<file path="src/rtl/core/hsvrgb_pkg.sv">
// Shared constants for the HSV to RGB565 converter: hue scale, sector width,
// datapath widths and the reciprocal used for the final constant division.
// Depends on nothing.
package hsvrgb_pkg;

    localparam int unsigned HUE_STEPS_PER_DEGREE = 64;

    localparam int unsigned HUE_W       = 15;
    localparam int unsigned SAT_W       = 8;
    localparam int unsigned VAL_W       = 8;
    localparam int unsigned RGB_W       = 16;
    localparam int unsigned CHAN_W      = 6;
    localparam int unsigned SCALE_W     = 6;
    localparam int unsigned RED_MAX     = 31;
    localparam int unsigned GREEN_MAX   = 63;
    localparam int unsigned BLUE_MAX    = 31;
    localparam int unsigned RED_W       = 5;
    localparam int unsigned GREEN_W     = 6;
    localparam int unsigned BLUE_W      = 5;
    localparam int unsigned NUM_SECTORS = 6;

    localparam int unsigned SECTOR_W    = 60 * HUE_STEPS_PER_DEGREE;
    localparam int unsigned FULL_CIRCLE = 360 * HUE_STEPS_PER_DEGREE;
    localparam int unsigned FRAC_W      = $clog2(SECTOR_W);
    localparam int unsigned G_W         = $clog2(SECTOR_W + 1);

    localparam int unsigned X_MAX       = 255 * SECTOR_W;
    localparam int unsigned X_W         = $clog2(X_MAX + 1);
    localparam int unsigned P_W         = X_W + VAL_W;
    localparam int unsigned M_W         = P_W + SCALE_W;

    localparam longint unsigned DEN     = 64'd65025 * 64'(SECTOR_W);
    localparam longint unsigned RECIP   = (64'd1 << M_W) / DEN;
    localparam int unsigned RECIP_W     = $clog2(RECIP + 1);
    localparam int unsigned PROD_W      = M_W + RECIP_W;

    localparam int unsigned NSTAGE      = 6;

endpackage

</file>
<file path="src/rtl/core/hsvrgb_chan.sv">
// One colour channel of the converter: forms v*(255W - s*g), scales it to the
// channel range and divides by the common denominator through a reciprocal.
// Depends on hsvrgb_pkg.
module hsvrgb_chan import hsvrgb_pkg::*; (
    input  logic                aclk,
    input  logic [NSTAGE-2:0]   en,
    input  logic [SCALE_W-1:0]  full_scale,
    input  logic [G_W-1:0]      g_in,
    input  logic [SAT_W-1:0]    sat_in,
    input  logic [VAL_W-1:0]    val_in,
    output logic [CHAN_W-1:0]   chan_out
);

    logic [X_W-1:0]     x_reg, x_next;
    logic [VAL_W-1:0]   v2_reg;
    logic [P_W-1:0]     p_reg, p_next;
    logic [M_W-1:0]     m_reg, m_next;
    logic [M_W-1:0]     m5_reg;
    logic [CHAN_W-1:0]  q0_reg, q0_next;
    logic [CHAN_W-1:0]  q_reg, q_next;
    logic [PROD_W-1:0]  recip_prod;
    logic [M_W-1:0]     rem;

    always_comb begin
        x_next     = X_W'(X_MAX) - X_W'(X_W'(sat_in) * X_W'(g_in));
        p_next     = P_W'(v2_reg) * P_W'(x_reg);
        m_next     = M_W'(p_reg) * M_W'(full_scale);
        recip_prod = PROD_W'(m_reg) * PROD_W'(RECIP);
        q0_next    = CHAN_W'(recip_prod >> M_W);
        rem        = m5_reg - M_W'(M_W'(q0_reg) * M_W'(DEN));
        q_next     = (rem >= M_W'(DEN)) ? q0_reg + CHAN_W'(1) : q0_reg;
    end

    always_ff @(posedge aclk) begin
        if (en[0]) begin
            x_reg  <= x_next;
            v2_reg <= val_in;
        end
        if (en[1]) begin
            p_reg <= p_next;
        end
        if (en[2]) begin
            m_reg <= m_next;
        end
        if (en[3]) begin
            q0_reg <= q0_next;
            m5_reg <= m_reg;
        end
        if (en[4]) begin
            q_reg <= q_next;
        end
    end

    assign chan_out = q_reg;

endmodule

</file>
<file path="src/rtl/core/hsv_to_rgb565_converter.sv">
// Top level of the HSV to RGB565 converter: input stage (hue wrap, sector and
// fraction) and valid/ready pipeline control. Depends on hsvrgb_pkg, hsvrgb_chan.
//
// The block converts one HSV colour per item into one packed RGB565 word.
// The input channel (s_valid, s_ready, s_hue, s_saturation, s_brightness)
// takes hue in 1/64 degree, saturation and brightness on 0..255; a hue of a
// full circle or more counts as zero. The result channel (m_valid, m_ready,
// m_rgb565) gives red in bits 15..11, green in 10..5 and blue in 4..0.
// The datapath is a six-stage pipeline: sector decode, saturation product,
// brightness product, channel scaling, reciprocal multiply and remainder
// correction. One item is taken in every cycle while the receiver takes
// results; each stage has its own valid bit and advances when it is empty
// or the next stage advances, so empty slots close up while the receiver
// stalls. When m_ready is low with the pipeline full, s_ready falls;
// nothing is lost or repeated. Reset clears all valid bits and holds
// s_ready low; the block is ready in the first cycle after reset is
// released.
module hsv_to_rgb565_converter import hsvrgb_pkg::*; (
    input  logic              aclk,
    input  logic              aresetn,
    input  logic              s_valid,
    output logic              s_ready,
    input  logic [HUE_W-1:0]  s_hue,
    input  logic [SAT_W-1:0]  s_saturation,
    input  logic [VAL_W-1:0]  s_brightness,
    output logic              m_valid,
    input  logic              m_ready,
    output logic [RGB_W-1:0]  m_rgb565
);

    typedef enum logic [1:0] {
        G_ZERO,
        G_WIDTH,
        G_FRAC,
        G_COMP
    } g_sel_t;

    typedef enum logic [2:0] {
        SEC_0, SEC_1, SEC_2, SEC_3, SEC_4, SEC_5
    } sector_t;

    logic [NSTAGE-1:0] vld_reg, vld_next;
    logic [NSTAGE-1:0] en;

    logic [HUE_W-1:0]  hue_w;
    logic [HUE_W-1:0]  base;
    logic [FRAC_W-1:0] frac;
    sector_t           sector;
    g_sel_t            sel_r, sel_g, sel_b;

    logic [G_W-1:0]    gr_reg, gg_reg, gb_reg;
    logic [G_W-1:0]    gr_next, gg_next, gb_next;
    logic [SAT_W-1:0]  sat_reg;
    logic [VAL_W-1:0]  val_reg;
    logic [CHAN_W-1:0] red, green, blue;

    function automatic logic [G_W-1:0] g_value(g_sel_t sel, logic [FRAC_W-1:0] f);
        logic [G_W-1:0] res;
        case (sel)
            G_ZERO:  res = '0;
            G_WIDTH: res = G_W'(SECTOR_W);
            G_FRAC:  res = G_W'(f);
            default: res = G_W'(SECTOR_W) - G_W'(f);
        endcase
        return res;
    endfunction

    always_comb begin
        en[NSTAGE-1] = !vld_reg[NSTAGE-1] || m_ready;
        for (int i = NSTAGE - 2; i >= 0; i--) begin
            en[i] = !vld_reg[i] || en[i+1];
        end
        vld_next[0] = s_valid;
        for (int i = 1; i < NSTAGE; i++) begin
            vld_next[i] = vld_reg[i-1];
        end
    end

    always_comb begin
        hue_w  = (32'(s_hue) >= 32'(FULL_CIRCLE)) ? '0 : s_hue;
        sector = SEC_0;
        base   = '0;
        for (int i = 1; i < NUM_SECTORS; i++) begin
            if (32'(hue_w) >= 32'(i) * 32'(SECTOR_W)) begin
                sector = sector_t'(i);
                base   = HUE_W'(32'(i) * 32'(SECTOR_W));
            end
        end
        frac = FRAC_W'(hue_w - base);

        unique case (sector)
            SEC_0: begin
                sel_r = G_ZERO;  sel_g = G_COMP;  sel_b = G_WIDTH;
            end
            SEC_1: begin
                sel_r = G_FRAC;  sel_g = G_ZERO;  sel_b = G_WIDTH;
            end
            SEC_2: begin
                sel_r = G_WIDTH; sel_g = G_ZERO;  sel_b = G_COMP;
            end
            SEC_3: begin
                sel_r = G_WIDTH; sel_g = G_FRAC;  sel_b = G_ZERO;
            end
            SEC_4: begin
                sel_r = G_COMP;  sel_g = G_WIDTH; sel_b = G_ZERO;
            end
            default: begin
                sel_r = G_ZERO;  sel_g = G_WIDTH; sel_b = G_FRAC;
            end
        endcase

        gr_next = g_value(sel_r, frac);
        gg_next = g_value(sel_g, frac);
        gb_next = g_value(sel_b, frac);
    end

    always_ff @(posedge aclk) begin
        if (!aresetn) begin
            vld_reg <= '0;
        end else begin
            for (int i = 0; i < NSTAGE; i++) begin
                if (en[i]) begin
                    vld_reg[i] <= vld_next[i];
                end
            end
        end
    end

    always_ff @(posedge aclk) begin
        if (en[0]) begin
            gr_reg  <= gr_next;
            gg_reg  <= gg_next;
            gb_reg  <= gb_next;
            sat_reg <= s_saturation;
            val_reg <= s_brightness;
        end
    end

    hsvrgb_chan u_chan_red (
        .aclk       (aclk),
        .en         (en[NSTAGE-1:1]),
        .full_scale (SCALE_W'(RED_MAX)),
        .g_in       (gr_reg),
        .sat_in     (sat_reg),
        .val_in     (val_reg),
        .chan_out   (red)
    );

    hsvrgb_chan u_chan_green (
        .aclk       (aclk),
        .en         (en[NSTAGE-1:1]),
        .full_scale (SCALE_W'(GREEN_MAX)),
        .g_in       (gg_reg),
        .sat_in     (sat_reg),
        .val_in     (val_reg),
        .chan_out   (green)
    );

    hsvrgb_chan u_chan_blue (
        .aclk       (aclk),
        .en         (en[NSTAGE-1:1]),
        .full_scale (SCALE_W'(BLUE_MAX)),
        .g_in       (gb_reg),
        .sat_in     (sat_reg),
        .val_in     (val_reg),
        .chan_out   (blue)
    );

    assign s_ready  = en[0] && aresetn;
    assign m_valid  = vld_reg[NSTAGE-1];
    assign m_rgb565 = {red[RED_W-1:0], green[GREEN_W-1:0], blue[BLUE_W-1:0]};

endmodule

</file>
<file path="config.mk">
export PLATFORM = sky130hd
export DESIGN_NAME = hsv_to_rgb565_converter
export DESIGN_NICKNAME = d
export VERILOG_FILES = /design/src/rtl/core/hsvrgb_pkg.sv /design/src/rtl/core/hsvrgb_chan.sv /design/src/rtl/core/hsv_to_rgb565_converter.sv
export SDC_FILE = /design/constraint.sdc
export NUM_CORES = 2
export LEC_CHECK = 0
export ABC_AREA = 1
export BUFFER_PORTS_ARGS = -buffer_cell sky130_fd_sc_hd__buf_2
export CORE_AREA = 2 2 378 380
export CTS_BUF_LIST = sky130_fd_sc_hd__clkbuf_16
export DETAILED_ROUTE_END_ITERATION = 8
export DIE_AREA = 0 0 380 382
export GPL_ROUTABILITY_DRIVEN = 0
export HOLD_SLACK_MARGIN = 0.1
export PLACE_DENSITY = 0.74
export SLEW_MARGIN = 20
export SYNTH_ARGS = -nofsm -noshare
export SYNTH_HDL_FRONTEND = slang
export SYNTH_HIERARCHICAL = 1
export SYNTH_SLANG_ARGS = --single-unit
</file>
<file path="constraint.sdc">
create_clock -name aclk -period 17.2 [get_ports aclk]
set_clock_uncertainty 0.1 [all_clocks]
set_input_delay 0.86 -clock aclk [delete_from_list [all_inputs] [get_ports aclk]]
set_output_delay 0.86 -clock aclk [all_outputs]
set_load 0.02 [all_outputs]
</file>
==> results by group <==
Critical path
  • Critical path launch point type: flop
  • Arrival time of data at the critical path endpoint: 6.57 ns
  • RR Startpoint: u_chan_green/q0_reg[3]
  • Cell with the largest stage delay on the worst path: fa_1
  • Startpoint of the most critical setup path: u_chan_green/q0_reg[3]
  • Required time at the endpoint of the critical path: 17.51 ns
  • Total buffers and inverters traversed by the critical path: 4
  • Crit Path Category: flop to flop
  • Kind of capture point of the worst setup path: flop
  • Stage delay of the slowest cell on the critical path: 0.65 ns
  • Worst R2R Path Depth: 29
  • Worst reg2reg endpoint: u_chan_green/chan_out[1]
  • Worst setup slack for register-to-register paths: 10.94 ns
  • Max FO, Critical Path: 10
  • Largest delay contributor family on the critical path: adder cells
  • Crit path capture: u_chan_green/chan_out[1]
  • Count of cell instances traversed by the critical path: 29

Synth
  • Mapped Cells: 8721
  • Cell area after synthesis: 69900 sq um
  • Yosys synthesis warning count: 6
  • Avg Synthesized Cell Area: 8.01 sq um

Clock tree
  • CTS tree: yes
  • CTS H-tree depth: 2
  • CTS hold repair buffers: 0
  • Number of buffers inserted during clock tree synthesis: 56
  • Count of buffers added by post-CTS timing repair for setup: 0
  • Clock tree root driver cell: clkbuf_16
  • Clk Latency, worst-skew pair: 0.67 ns
  • Total of cells resized after clock tree synthesis: 0
  • Maximum number of buffers from clock root to sink: 3
  • Post-CTS clock slew at the launch and capture registers of the worst setup and hold paths: 0.06 ns
  • Num Clock Sinks: 440

STA
  • Shortest clock period the worst path allows after layout: 6.26 ns
  • Period Utilization, post-route: 0.364
  • Slew @ Worst Pin: 1.05 ns
  • Sum of negative setup slack: 0 ns
  • Max_slew headroom: 0.303
  • Pins Over Slew Limit: 0
  • Hold Vio Cnt, Final: 0
  • Unrepaired setup endpoints after global routing: false
  • Max frequency: 160 MHz
  • Final setup vio count: 0

Drt
  • Detail-routed via count per cell: 5.20
  • Router iterations before antenna repair: 8
  • DRC violations left: 0
  • Count of antenna-violating nets left after detailed routing: 0
  • Initial DRC count: 3768
  • Drt wl/cell: 14.4 um
  • Total Routed Length: 152000 um
  • Via count: 54.9k

Die
  • Standard-cell row count: 138
  • Total die area: 145000 sq um
  • Boundary Pins: 53
  • Area of the core: 141000 sq um
  • Starting density of the core: 0.496
  • Die span in x: 380 um
  • Die span in y: 382 um

Global route
  • Vias in the first global route: 56.7k
  • First-pass GRT wire length: 264000 um
  • Maximum number of pins on one net before global-route repair: 85
  • Number of antenna violations at the first check in global routing: 1
  • Grt ovf: 0
  • Total GRT Usage: 0.214

Final layout
  • Final design utilization: 0.523
  • Layout overhead on the synthesized area: 5.40%
  • Ant. Diodes: 0
  • Commonest non-fill, non-tap cell in the layout: nand2_1
  • Finished Cell Area: 73700 sq um
  • Commonest non-fill, non-tap cells in the layout: 2429 x nand2_1, 1961 x inv_1, 880 x fa_1, 811 x ha_1, 434 x edfxtp_1
  • Layout cells sized above 1: 0.0340
  • Filler Cell Count: 12.8k
  • Final net count: 10.4k

Job
  • Number of max-capacitance violations reported: 0

Status
  • Outcome: finished, final reports clean

Placement
  • Count of input and output buffers: 52
  • Post-detailed-placement half-perimeter wirelength: 124000 um
  • Placed cell area: 71700 sq um

Min path
  • Tightest Hold Check Type: input pin to flop
## metrics by stage
step / hold WS (ns) / setup slack (ns) / instances
2_1_floorplan: 0.336 / 7.26 / 8737
3_3_place_gp: 0.346 / 11.11 / 10463
3_5_place_dp: 0.347 / 10.98 / 10463
4_1_cts: 0.207 / 10.97 / 10569
5_1_grt: 0.241 / 10.37 / 10569
6_report: 0.259 / 10.94 / 10569
## worst min path at each step
stage	cells after the start	slack, ns	from	endpoint
floorplan	2	0.34	vld_reg[1]	vld_reg[2]
global placement	2	0.35	vld_reg[1]	vld_reg[2]
detailed placement	2	0.35	vld_reg[1]	vld_reg[2]
CTS	1	0.21	s_saturation[3]	sat_reg[3]
global route	1	0.24	s_saturation[3]	sat_reg[3]
finish	1	0.26	s_saturation[3]	sat_reg[3]
## area by class of cell
class / count / area, sq um / area share
Multi-Input combinational cell: 6094 / 48500 / 0.658
Sequential cell: 440 / 13200 / 0.179
Tap cell: 1890 / 2360 / 0.0321
Clock inverter: 50 / 519 / 0.00705
Timing Repair Buffer: 66 / 365 / 0.00496
Inverter: 1973 / 7410 / 0.101
Clock buffer: 56 / 1400 / 0.0190
## metal layers
| metal | track usage | wire, um |
|---|---|---|
| met5 | 0 | 0 |
| met4 | 0.0757 | 5240 |
| met3 | 0.0192 | 7460 |
| met2 | 0.370 | 72300 |
| met1 | 0.280 | 66900 |
Power is not shown: default switching activity piles up to over one toggle a cycle in this logic, so the estimate is an artifact.
